--- config.mk ---
export PLATFORM = sky130hd
export DESIGN_NAME = first_free_slot_allocator_unit
export DESIGN_NICKNAME = d
export VERILOG_FILES = /design/src/ffsa_pkg.sv /design/src/ffsa_ram.sv /design/src/first_free_slot_allocator_unit.sv
export SDC_FILE = /design/constraint.sdc
export NUM_CORES = 2
export LEC_CHECK = 0
export ABC_CLOCK_PERIOD_IN_PS = 47000
export BUFFER_PORTS_ARGS = -buffer_cell sky130_fd_sc_hd__buf_4
export CORE_ASPECT_RATIO = 1.4
export CORE_MARGIN = 3
export CORE_UTILIZATION = 40
export CTS_CLUSTER_SIZE = 24
export DETAILED_ROUTE_END_ITERATION = 7
export HOLD_SLACK_MARGIN = 0.12
export PLACE_DENSITY = 0.59
export SLEW_MARGIN = 20
export SYNTH_ARGS = -nofsm -noshare
export SYNTH_HDL_FRONTEND = slang
export SYNTH_SLANG_ARGS = --single-unit
export TNS_END_PERCENT = 100
--- constraint.sdc ---
create_clock -name clk -period 47 [get_ports clk]
set_input_delay 4.7 -clock clk [delete_from_list [all_inputs] [get_ports clk]]
set_output_delay 4.7 -clock clk [all_outputs]
set_load 0.02 [all_outputs]
--- src/ffsa_pkg.sv ---
// Shared constants for the first-free-slot allocator.
// Holds payload widths, operation codes and the default slot count.
// No dependencies.
package ffsa_pkg;

	// Payload widths fixed by the interface
	localparam int POS_W  = 11;
	localparam int SLOT_W = 11;

	// Default number of slots in the map
	localparam int SLOTS_DEFAULT = 1024;

	// Operation codes carried on the operation port
	localparam logic OP_CLAIM   = 1'b0;
	localparam logic OP_RELEASE = 1'b1;

endpackage

--- src/ffsa_ram.sv ---
// Generic single-write, single-read RAM with registered read data.
// Used for the summary tree of the first-free-slot allocator.
// No package dependencies.
module ffsa_ram #(
	parameter int WIDTH = 2,
	parameter int DEPTH = 1024
) (
	input  logic                     clk,
	input  logic                     wr_en,
	input  logic [$clog2(DEPTH)-1:0] wr_addr,
	input  logic [WIDTH-1:0]         wr_data,
	input  logic [$clog2(DEPTH)-1:0] rd_addr,
	output logic [WIDTH-1:0]         rd_data
);

	logic [WIDTH-1:0] mem_q [DEPTH];
	logic [WIDTH-1:0] rd_data_q;

	always_ff @(posedge clk) begin
		if (wr_en) begin
			mem_q[wr_addr] <= wr_data;
		end
		rd_data_q <= mem_q[rd_addr];
	end

	assign rd_data = rd_data_q;

endmodule

--- src/first_free_slot_allocator_unit.sv ---
// First-free-slot allocator: top level with sequencer, tree walk and result register.
// Depends on ffsa_pkg (widths, op codes, defaults) and ffsa_ram (summary tree store).
//
//   channel | handshake            | payload            | direction
//   --------+----------------------+--------------------+----------
//   request | req_valid, req_stall | operation,position | in
//   result  | rsp_valid, rsp_stall | slot, found        | out
//
// Sequence: a claim walks up from its start leaf, walks down to the first free leaf, then
//   rewrites the path to the root, one tree entry per cycle through the single RAM read
//   port; its result may then wait for the output register to drain. A release rewrites
//   the path to the root, or is dropped when the slot is already free. Only one request
//   is in the sequencer at a time.
// Reset: after arst_n the tree is rebuilt by a pass over LEAVES-1 entries (SLOTS padded
//   up to a power of two), one entry per cycle; req_stall stays high.
// Stalls: the result sits in an output register; the next request is taken while
//   it waits, and a later result holds in the sequencer until the register drains.
module first_free_slot_allocator_unit #(
	parameter int SLOTS = ffsa_pkg::SLOTS_DEFAULT
) (
	input  logic                       clk,
	input  logic                       arst_n,
	// request channel
	input  logic                       req_valid,
	output logic                       req_stall,
	input  logic                       operation,
	input  logic [ffsa_pkg::POS_W-1:0] position,
	// result channel
	output logic                       rsp_valid,
	input  logic                       rsp_stall,
	output logic [ffsa_pkg::SLOT_W-1:0] slot,
	output logic                       found
);

	// Tree geometry: LEAVES leaves, heap-numbered nodes 1..2*LEAVES-1.
	// RAM entry p holds the pair {bit of node 2p+1, bit of node 2p}.
	localparam int LOG    = $clog2(SLOTS);
	localparam int LEAVES = 1 << LOG;
	localparam int NW     = LOG + 1;
	localparam int PW     = (LOG > ffsa_pkg::POS_W) ? LOG : ffsa_pkg::POS_W;
	localparam int SW     = (NW > ffsa_pkg::SLOT_W) ? NW : ffsa_pkg::SLOT_W;

	localparam logic [2:0] S_CLEAR = 3'd0;
	localparam logic [2:0] S_IDLE  = 3'd1;
	localparam logic [2:0] S_UP    = 3'd2;
	localparam logic [2:0] S_DOWN  = 3'd3;
	localparam logic [2:0] S_REL   = 3'd4;
	localparam logic [2:0] S_UPD   = 3'd5;
	localparam logic [2:0] S_EMIT  = 3'd6;

	logic [2:0]     state_q, state_d;
	logic [NW-1:0]  n_q, n_d;            // current tree node
	logic           first_q, first_d;    // still at leaf level on the way up
	logic           claim_q, claim_d;
	logic           v_q, v_d;            // bit to write on the update path
	logic [LOG-1:0] leaf_q, leaf_d;      // claimed leaf index
	logic           res_found_q, res_found_d;
	logic [ffsa_pkg::SLOT_W-1:0] res_slot_q, res_slot_d;

	// clearing pass
	logic [LOG-1:0] clr_p_q, clr_p_d;
	logic [NW-1:0]  span_q, span_d;
	logic [NW-1:0]  acc_q, acc_d;

	// result register
	logic                        rsp_valid_q;
	logic [ffsa_pkg::SLOT_W-1:0] slot_q;
	logic                        found_q;
	logic                        load_out;

	// RAM port signals
	logic           wr_en;
	logic [LOG-1:0] wr_addr;
	logic [1:0]     wr_data;
	logic [LOG-1:0] rd_addr;
	logic [1:0]     rd_data;

	// request decode
	logic [ffsa_pkg::POS_W-1:0] pos_eff;
	logic [PW-1:0]              pos_ext;
	logic                       in_range;
	logic [NW-1:0]              n_in;

	// walk helpers
	logic          own, sib;
	logic [NW-1:0] n_sib, n_up, n_dn, n_par;
	logic [NW-1:0] acc_span;
	logic [SW-1:0] slot_sum;

	assign pos_eff  = (position == '0) ? ffsa_pkg::POS_W'(1) : position;
	assign pos_ext  = PW'(pos_eff) - PW'(1);
	assign in_range = (32'(pos_eff) <= 32'(SLOTS));
	assign n_in     = {1'b1, pos_ext[LOG-1:0]};

	assign own      = rd_data[n_q[0]];
	assign sib      = rd_data[~n_q[0]];
	assign n_sib    = n_q | NW'(1);
	assign n_up     = n_q >> 1;
	assign n_dn     = {n_q[LOG-1:0], ~rd_data[0]};    // leftmost child with a free slot
	assign n_par    = n_q >> 1;
	assign acc_span = acc_q + span_q;
	assign slot_sum = SW'(leaf_q) + SW'(1);

	always_comb begin
		state_d     = state_q;
		n_d         = n_q;
		first_d     = first_q;
		claim_d     = claim_q;
		v_d         = v_q;
		leaf_d      = leaf_q;
		res_found_d = res_found_q;
		res_slot_d  = res_slot_q;
		clr_p_d     = clr_p_q;
		span_d      = span_q;
		acc_d       = acc_q;
		wr_en       = 1'b0;
		wr_addr     = n_q[LOG:1];
		wr_data     = rd_data;
		rd_addr     = n_q[LOG:1];
		load_out    = 1'b0;

		unique case (state_q)
			S_CLEAR: begin
				// Write one entry: a node is free when its first leaf is a real slot
				wr_en   = 1'b1;
				wr_addr = clr_p_q;
				wr_data = {(32'(acc_span) < 32'(SLOTS)), (32'(acc_q) < 32'(SLOTS))};
				if (&clr_p_q) begin
					state_d = S_IDLE;
				end else begin
					clr_p_d = clr_p_q + LOG'(1);
					if ((clr_p_q & (clr_p_q + LOG'(1))) == '0) begin
						// last entry of this level: restart at the next level down
						acc_d  = '0;
						span_d = span_q >> 1;
					end else begin
						acc_d = acc_span + span_q;
					end
				end
			end
			S_IDLE: begin
				if (req_valid) begin
					if (operation == ffsa_pkg::OP_CLAIM) begin
						claim_d = 1'b1;
						if (in_range) begin
							n_d     = n_in;
							first_d = 1'b1;
							v_d     = 1'b0;
							rd_addr = n_in[LOG:1];
							state_d = S_UP;
						end else begin
							res_found_d = 1'b0;
							res_slot_d  = '0;
							state_d     = S_EMIT;
						end
					end else begin
						claim_d = 1'b0;
						if (position != '0 && in_range) begin
							n_d     = n_in;
							v_d     = 1'b1;
							rd_addr = n_in[LOG:1];
							state_d = S_REL;
						end
					end
				end
			end
			S_UP: begin
				priority if (first_q && own) begin
					// start slot itself is free; its pair entry is already read
					leaf_d  = n_q[LOG-1:0];
					state_d = S_UPD;
				end else if (!n_q[0] && sib) begin
					n_d = n_sib;
					if (first_q) begin
						leaf_d  = n_sib[LOG-1:0];
						state_d = S_UPD;
					end else begin
						rd_addr = n_sib[LOG-1:0];
						state_d = S_DOWN;
					end
				end else begin
					if (n_up == NW'(1)) begin
						// reached the root: nothing free at or after start
						res_found_d = 1'b0;
						res_slot_d  = '0;
						state_d     = S_EMIT;
					end else begin
						n_d     = n_up;
						first_d = 1'b0;
						rd_addr = n_up[LOG:1];
					end
				end
			end
			S_DOWN: begin
				n_d = n_dn;
				if (n_dn[LOG]) begin
					// leaf reached; fetch its pair entry for the update walk
					leaf_d  = n_dn[LOG-1:0];
					rd_addr = n_dn[LOG:1];
					state_d = S_UPD;
				end else begin
					rd_addr = n_dn[LOG-1:0];
				end
			end
			S_REL, S_UPD: begin
				if (state_q == S_REL && own) begin
					// slot already free: drop the release
					state_d = S_IDLE;
				end else begin
					// Rewrite this node's bit, carry the OR up to the parent
					wr_en   = 1'b1;
					wr_addr = n_q[LOG:1];
					wr_data = n_q[0] ? {v_q, rd_data[0]} : {rd_data[1], v_q};
					v_d     = v_q | sib;
					state_d = S_UPD;
					if (n_par == NW'(1)) begin
						if (claim_q) begin
							res_found_d = 1'b1;
							res_slot_d  = slot_sum[ffsa_pkg::SLOT_W-1:0];
							state_d     = S_EMIT;
						end else begin
							state_d = S_IDLE;
						end
					end else begin
						n_d     = n_par;
						rd_addr = n_par[LOG:1];
					end
				end
			end
			S_EMIT: begin
				if (!rsp_valid_q || !rsp_stall) begin
					load_out = 1'b1;
					state_d  = S_IDLE;
				end
			end
			default: begin
				state_d = S_IDLE;
			end
		endcase
	end

	always_ff @(posedge clk or negedge arst_n) begin
		if (!arst_n) begin
			state_q     <= S_CLEAR;
			clr_p_q     <= LOG'(1);
			span_q      <= NW'(LEAVES / 2);
			acc_q       <= '0;
			rsp_valid_q <= 1'b0;
		end else begin
			state_q <= state_d;
			clr_p_q <= clr_p_d;
			span_q  <= span_d;
			acc_q   <= acc_d;
			if (load_out) begin
				rsp_valid_q <= 1'b1;
			end else if (!rsp_stall) begin
				rsp_valid_q <= 1'b0;
			end
		end
	end

	// Walk and payload registers
	always_ff @(posedge clk) begin
		n_q         <= n_d;
		first_q     <= first_d;
		claim_q     <= claim_d;
		v_q         <= v_d;
		leaf_q      <= leaf_d;
		res_found_q <= res_found_d;
		res_slot_q  <= res_slot_d;
		if (load_out) begin
			slot_q  <= res_slot_q;
			found_q <= res_found_q;
		end
	end

	ffsa_ram #(
		.WIDTH(2),
		.DEPTH(LEAVES)
	) u_tree (
		.clk    (clk),
		.wr_en  (wr_en),
		.wr_addr(wr_addr),
		.wr_data(wr_data),
		.rd_addr(rd_addr),
		.rd_data(rd_data)
	);

	assign req_stall = (state_q != S_IDLE);
	assign rsp_valid = rsp_valid_q;
	assign slot      = slot_q;
	assign found     = found_q;

endmodule
==> results.md <==
- The run finished, with violations left.
- The final reports fail on DRC.
- The peak fanout along the critical path is 136.
- For met1 alone, demand over resource in global routing was 0.307.
- The achievable clock frequency is approximately 83 MHz.
- The worst setup timing slack at the placement stage is 34.27 ns.
- The first global-routing pass estimated 435 mm of wire.
- Setup violations remaining at the end of the flow were counted as 0.
- The number of levels in the clock H-tree is 4.
- The netlist area before placement is 92,600 um2.
- The clock latency reported for the late side of the worst-skew pair is 0.86 ns.
- The initial utilization of the core area, before any placement, comes to 0.403.
- After layout, the minimum clock period comes to 12.04 ns.
- For the pin with the worst max-slew slack, the measured transition is 1.31 ns.
- Synthesis produced a netlist with a net count of ~7,400.
- For this block, the via count after detailed routing is about 63,000.
- The slowest stage of the critical path is the sky130_fd_sc_hd__buf_4 cell.
- The area of the multi-input gates is 25,900 um2.
- The congestion estimate from routability-driven global placement came to 0.931.
- The post-synthesis cell count is 7,387.
- The TritonCTS clock tree is done.
- The count of clock tree sinks is 2,133.
- The buffer type at the clock tree root is sky130_fd_sc_hd__clkbuf_16.
- Compared with the post-synthesis result, the final layout area differs by 9.69%.
- Counting flops and latches in the post-synthesis netlist gives 2,133.
- In the global route stage, met3 resource usage came out at 0.0411.
- Yosys printed 0 warnings.
- The critical path data arrival time is 12.75 ns.
- Measured in cells, the most critical reg-to-reg path has a length of 18.
- The synthesized design contains 2,096 enable-type register cells.
- The clock-pin slew reported for the worst setup and hold paths after clock tree synthesis is around 0.06 ns.
- The nature of the critical path startpoint is an input port.
- In this run, CTS created clock tree buffers numbering 198.
- A synthesized cell averages 12.5 um2.
- The worst hold path depth is 0.
- For this design, the CTS-stage hold fixing added 0 buffers.
- After detailed routing, the number of remaining DRC violations is 2.
- The post-route setup TNS is 0 ns.
- By instance count, the cell type seen most on the critical path is sky130_fd_sc_hd__buf_4.
- The worst setup path category is input port to flip-flop.
- The number of fill cells is 21,000.
- The most frequently used flop master after synthesis is sky130_fd_sc_hd__edfxtp_1.
- The per-cell routed wire length is 29.3 um.
- For this run, asynchronously set or reset flops after synthesis account for 0.0164.
- The ratio of cells with drive above 1 in the final layout is 0.0984.
- The routed via count divided by cell count is around 6.0.
- The tool flagged a number of max-cap violations equal to 0.
- The maximum number of buffers from clock root to sink is 4.
- The initial antenna violation count is 14.
- In the finished design, the share of the clock period the worst path needs comes to 0.256.
- Wires add up to 306 mm.
- The y dimension of the die is 575 um.
- In this run the tightest slew margin relative to its limit is 0.128.
- The initialized floorplan defines between 200 and 250 standard-cell rows.
- The pre-antenna-repair detailed-routing pass consisted of 8 iterations.
- The worst path meets setup with ~35 ns of slack.
- Walking the worst path, the cells encountered are buf_4 > nor4_1 > nand2_1 > nor4_1 > nor2_1 > ha_1 > inv_1 > o31ai_4 > nand3_1 > a221o_2 > buf_4 > and3_4 > buf_12 > buf_4 > buf_12 > buf_4 > buf_4 > nand3_1 > a311o_1 > a31oi_1 > o21ai_0 > nand4_1 > o2111ai_1 > or4_1.
- The endpoint kind of the worst setup timing path is a flip-flop.
- The count of endpoints failing hold in the final timing report was 0.
- The largest net degree at the start of global routing is 236.
- The net total in the final layout is 7,259.
- Setup repair after global routing left no endpoint under its margin.
- The worst hold-check path type is flip-flop to flip-flop.
- The post-detailed-route count of antenna-violating nets is 0.
- After global routing the overflow that remains totals 0.
- In this design, the stage delay of the slowest critical-path cell is 0.74 ns.
- The worst-case clock skew is 0.0493 ns.
- The overall track demand over capacity in global routing is 0.251.
- The layer flagged by global routing as most heavily used is met2.
- The post-CTS repair timing setup buffer count is 0.
- Pin placement for this block handled 30 I/O pins.
- The quantity of gates resized following cts is 0.
- The die extent in x is approximately 410 um.
- Data on the critical path is required at its endpoint by 47.71 ns.
- Counting distinct cell types in the post-synthesis netlist gives 99.
- The number of global-route vias before repair is ~60,000.
- Once detailed placement completed, the half-perimeter wirelength came to 172 mm.
- Of the synthesized area, sequential elements account for 0.690.
- The count of routing violations after the opening detailed-route iteration is 8,260.
- The area of the core is 230,000 um2.
- The floorplan step defined a die boundary enclosing 237,000 um2.
- Buffers placed on the I/O ports in this run total 29.
- The sequential standard cell area is 63,900 um2.
- The final-report max-slew violation count is 0.
- For met2 alone, demand over resource in global routing was 0.412.
critical path, delay by kind of cell:
| family | cells | cell delay, ns |
|---|---|---|
| adders and majority gates | 1 | 0.23 |
| and+or+nand+nor | 9 | 2.72 |
| buffers and inverters | 8 | 3.71 |
| AOI/OAI and AO/OA | 6 | 1.10 |
final cells by class:
| cell class | count | area share |
|---|---|---|
| timing repair buffer | 209 | 0.0169 |
| clock inverter | 116 | 0.00942 |
| inverter | 41 | 0.00152 |
| antenna | 16 | 0.000394 |
| multi-input combinational | 4625 | 0.255 |
| tap | 3045 | 0.0375 |
| clock buffer | 233 | 0.0507 |
| sequential | 2133 | 0.629 |
cell usage after synthesis, drive strengths merged, types with 8 or more instances:
master | n | area, um2
a211o | 10 | 88.8
mux4 | 96 | 2160
a221o | 9 | 90.1
a221oi | 14 | 129
a21oi | 113 | 566
clkbuf | 266 | 998
nor2b | 15 | 93.8
o211ai | 25 | 193
a311o | 12 | 120
ha | 33 | 413
o311ai | 11 | 96.3
a211oi | 33 | 253
dfrtp | 33 | 826
xnor2 | 19 | 166
o21ai | 80 | 400
nand2 | 1469 | 5520
o2111ai | 9 | 78.8
a32oi | 19 | 166
o221ai | 10 | 87.6
mux2 | 27 | 304
o21bai | 12 | 90.1
edfxtp | 2096 | 62900
o22ai | 13 | 81.3
a22oi | 21 | 158
mux2i | 245 | 2450
a21o | 12 | 90.1
nor4 | 13 | 93.8
nor2 | 1116 | 4190
or2 | 8 | 50.1
or4 | 10 | 78.8
a31oi | 60 | 375
or3 | 11 | 68.8
a311oi | 165 | 1450
inv | 41 | 154
and3 | 101 | 637
and4 | 24 | 210
a31o | 9 | 78.8
nand3 | 622 | 3130
o31ai | 13 | 111
xor2 | 13 | 114
buf | 322 | 2080
nand4 | 27 | 169
nor3 | 48 | 245
logic make-up (layout without fill, tap and decap cells):
kind of cell | after synthesis | count (layout) | synth area share
AND/OR/NAND/NOR | 3490 | 3490 | 0.159
flip-flops | 2133 | 2133 | 0.690
AO/OA/AOI/OAI | 700 | 700 | 0.0559
buffers and inverters | 629 | 599 | 0.0349
multiplexers | 368 | 368 | 0.0531
adder cells (fa/ha/maj) | 35 | 35 | 0.00489
XOR/XNOR | 32 | 32 | 0.00303
other | 0 | 16 | 0
layout by cell type, fill, tap and decap left out, types with 59 or more instances in the layout:
| cell | synthesis | final |
|---|---|---|
| sky130_fd_sc_hd__o21ai_0 | 69 | 69 |
| sky130_fd_sc_hd__nor2_1 | 1115 | 1100 |
| sky130_fd_sc_hd__nand2_1 | 1467 | 1426 |
| sky130_fd_sc_hd__mux2i_1 | 245 | 245 |
| sky130_fd_sc_hd__clkbuf_16 | 0 | 201 |
| sky130_fd_sc_hd__nand3_1 | 619 | 617 |
| sky130_fd_sc_hd__edfxtp_1 | 2096 | 2096 |
| sky130_fd_sc_hd__mux4_2 | 96 | 96 |
| sky130_fd_sc_hd__a31oi_1 | 60 | 59 |
| sky130_fd_sc_hd__buf_4 | 45 | 195 |
| sky130_fd_sc_hd__a311oi_1 | 164 | 163 |
| sky130_fd_sc_hd__and3_1 | 100 | 100 |
| sky130_fd_sc_hd__a21oi_1 | 113 | 113 |
registers in the layout, indices dropped and copies added (netlist names):
| register | count |
|---|---|
| u_tree.mem_q | 2048 |
| acc_q | 11 |
| n_q | 11 |
| res_slot_q | 11 |
| slot | 11 |
| clr_p_q | 10 |
| leaf_q | 10 |
| span_q | 10 |
| state_q | 3 |
| u_tree.rd_data | 2 |
| claim_q | 1 |
| first_q | 1 |
| found | 1 |
| res_found_q | 1 |
| rsp_valid | 1 |
| v_q | 1 |
routing by layer:
layer,vias up,share of wire
met5,-,0.00013
met4,6,0.075
met3,804,0.091
met2,3386,0.48
met1,31900,0.35
li1,26700,-
stage by stage:
stage / std cells / util / cell area [um2] / hold WS, ns
final: 10400 / 0.442 / 102000 / 0.421
after global routing: 10400 / 0.442 / 102000 / 0.432
after CTS: 10400 / 0.442 / 102000 / 0.424
after detailed placement: 10100 / 0.415 / 95400 / 0.408
after global placement: 10100 / 0.415 / 95300 / 0.405
after floorplan: 7387 / - / 92600 / 0.400
final timing paths:
| kind | end | slack (ns) | startpoint |
|---|---|---|---|
| hold / removal | slot[4] | 0.42 | res_slot_q[4] |
| setup / recovery | u_tree.rd_data[0] | 34.96 | position[9] |
| setup reg to reg | u_tree.rd_data[0] | 38.39 | state_q[2] |
| hold reg to reg | slot[4] | 0.42 | res_slot_q[4] |
| max in group asynchronous | clr_p_q[0] | 42.82 | arst_n |
| min in group asynchronous | acc_q[1] | 3.81 | arst_n |
Power is left out: the tool's default activity adds up to more than one toggle a clock period on the data nets, which glitch-free logic cannot reach.
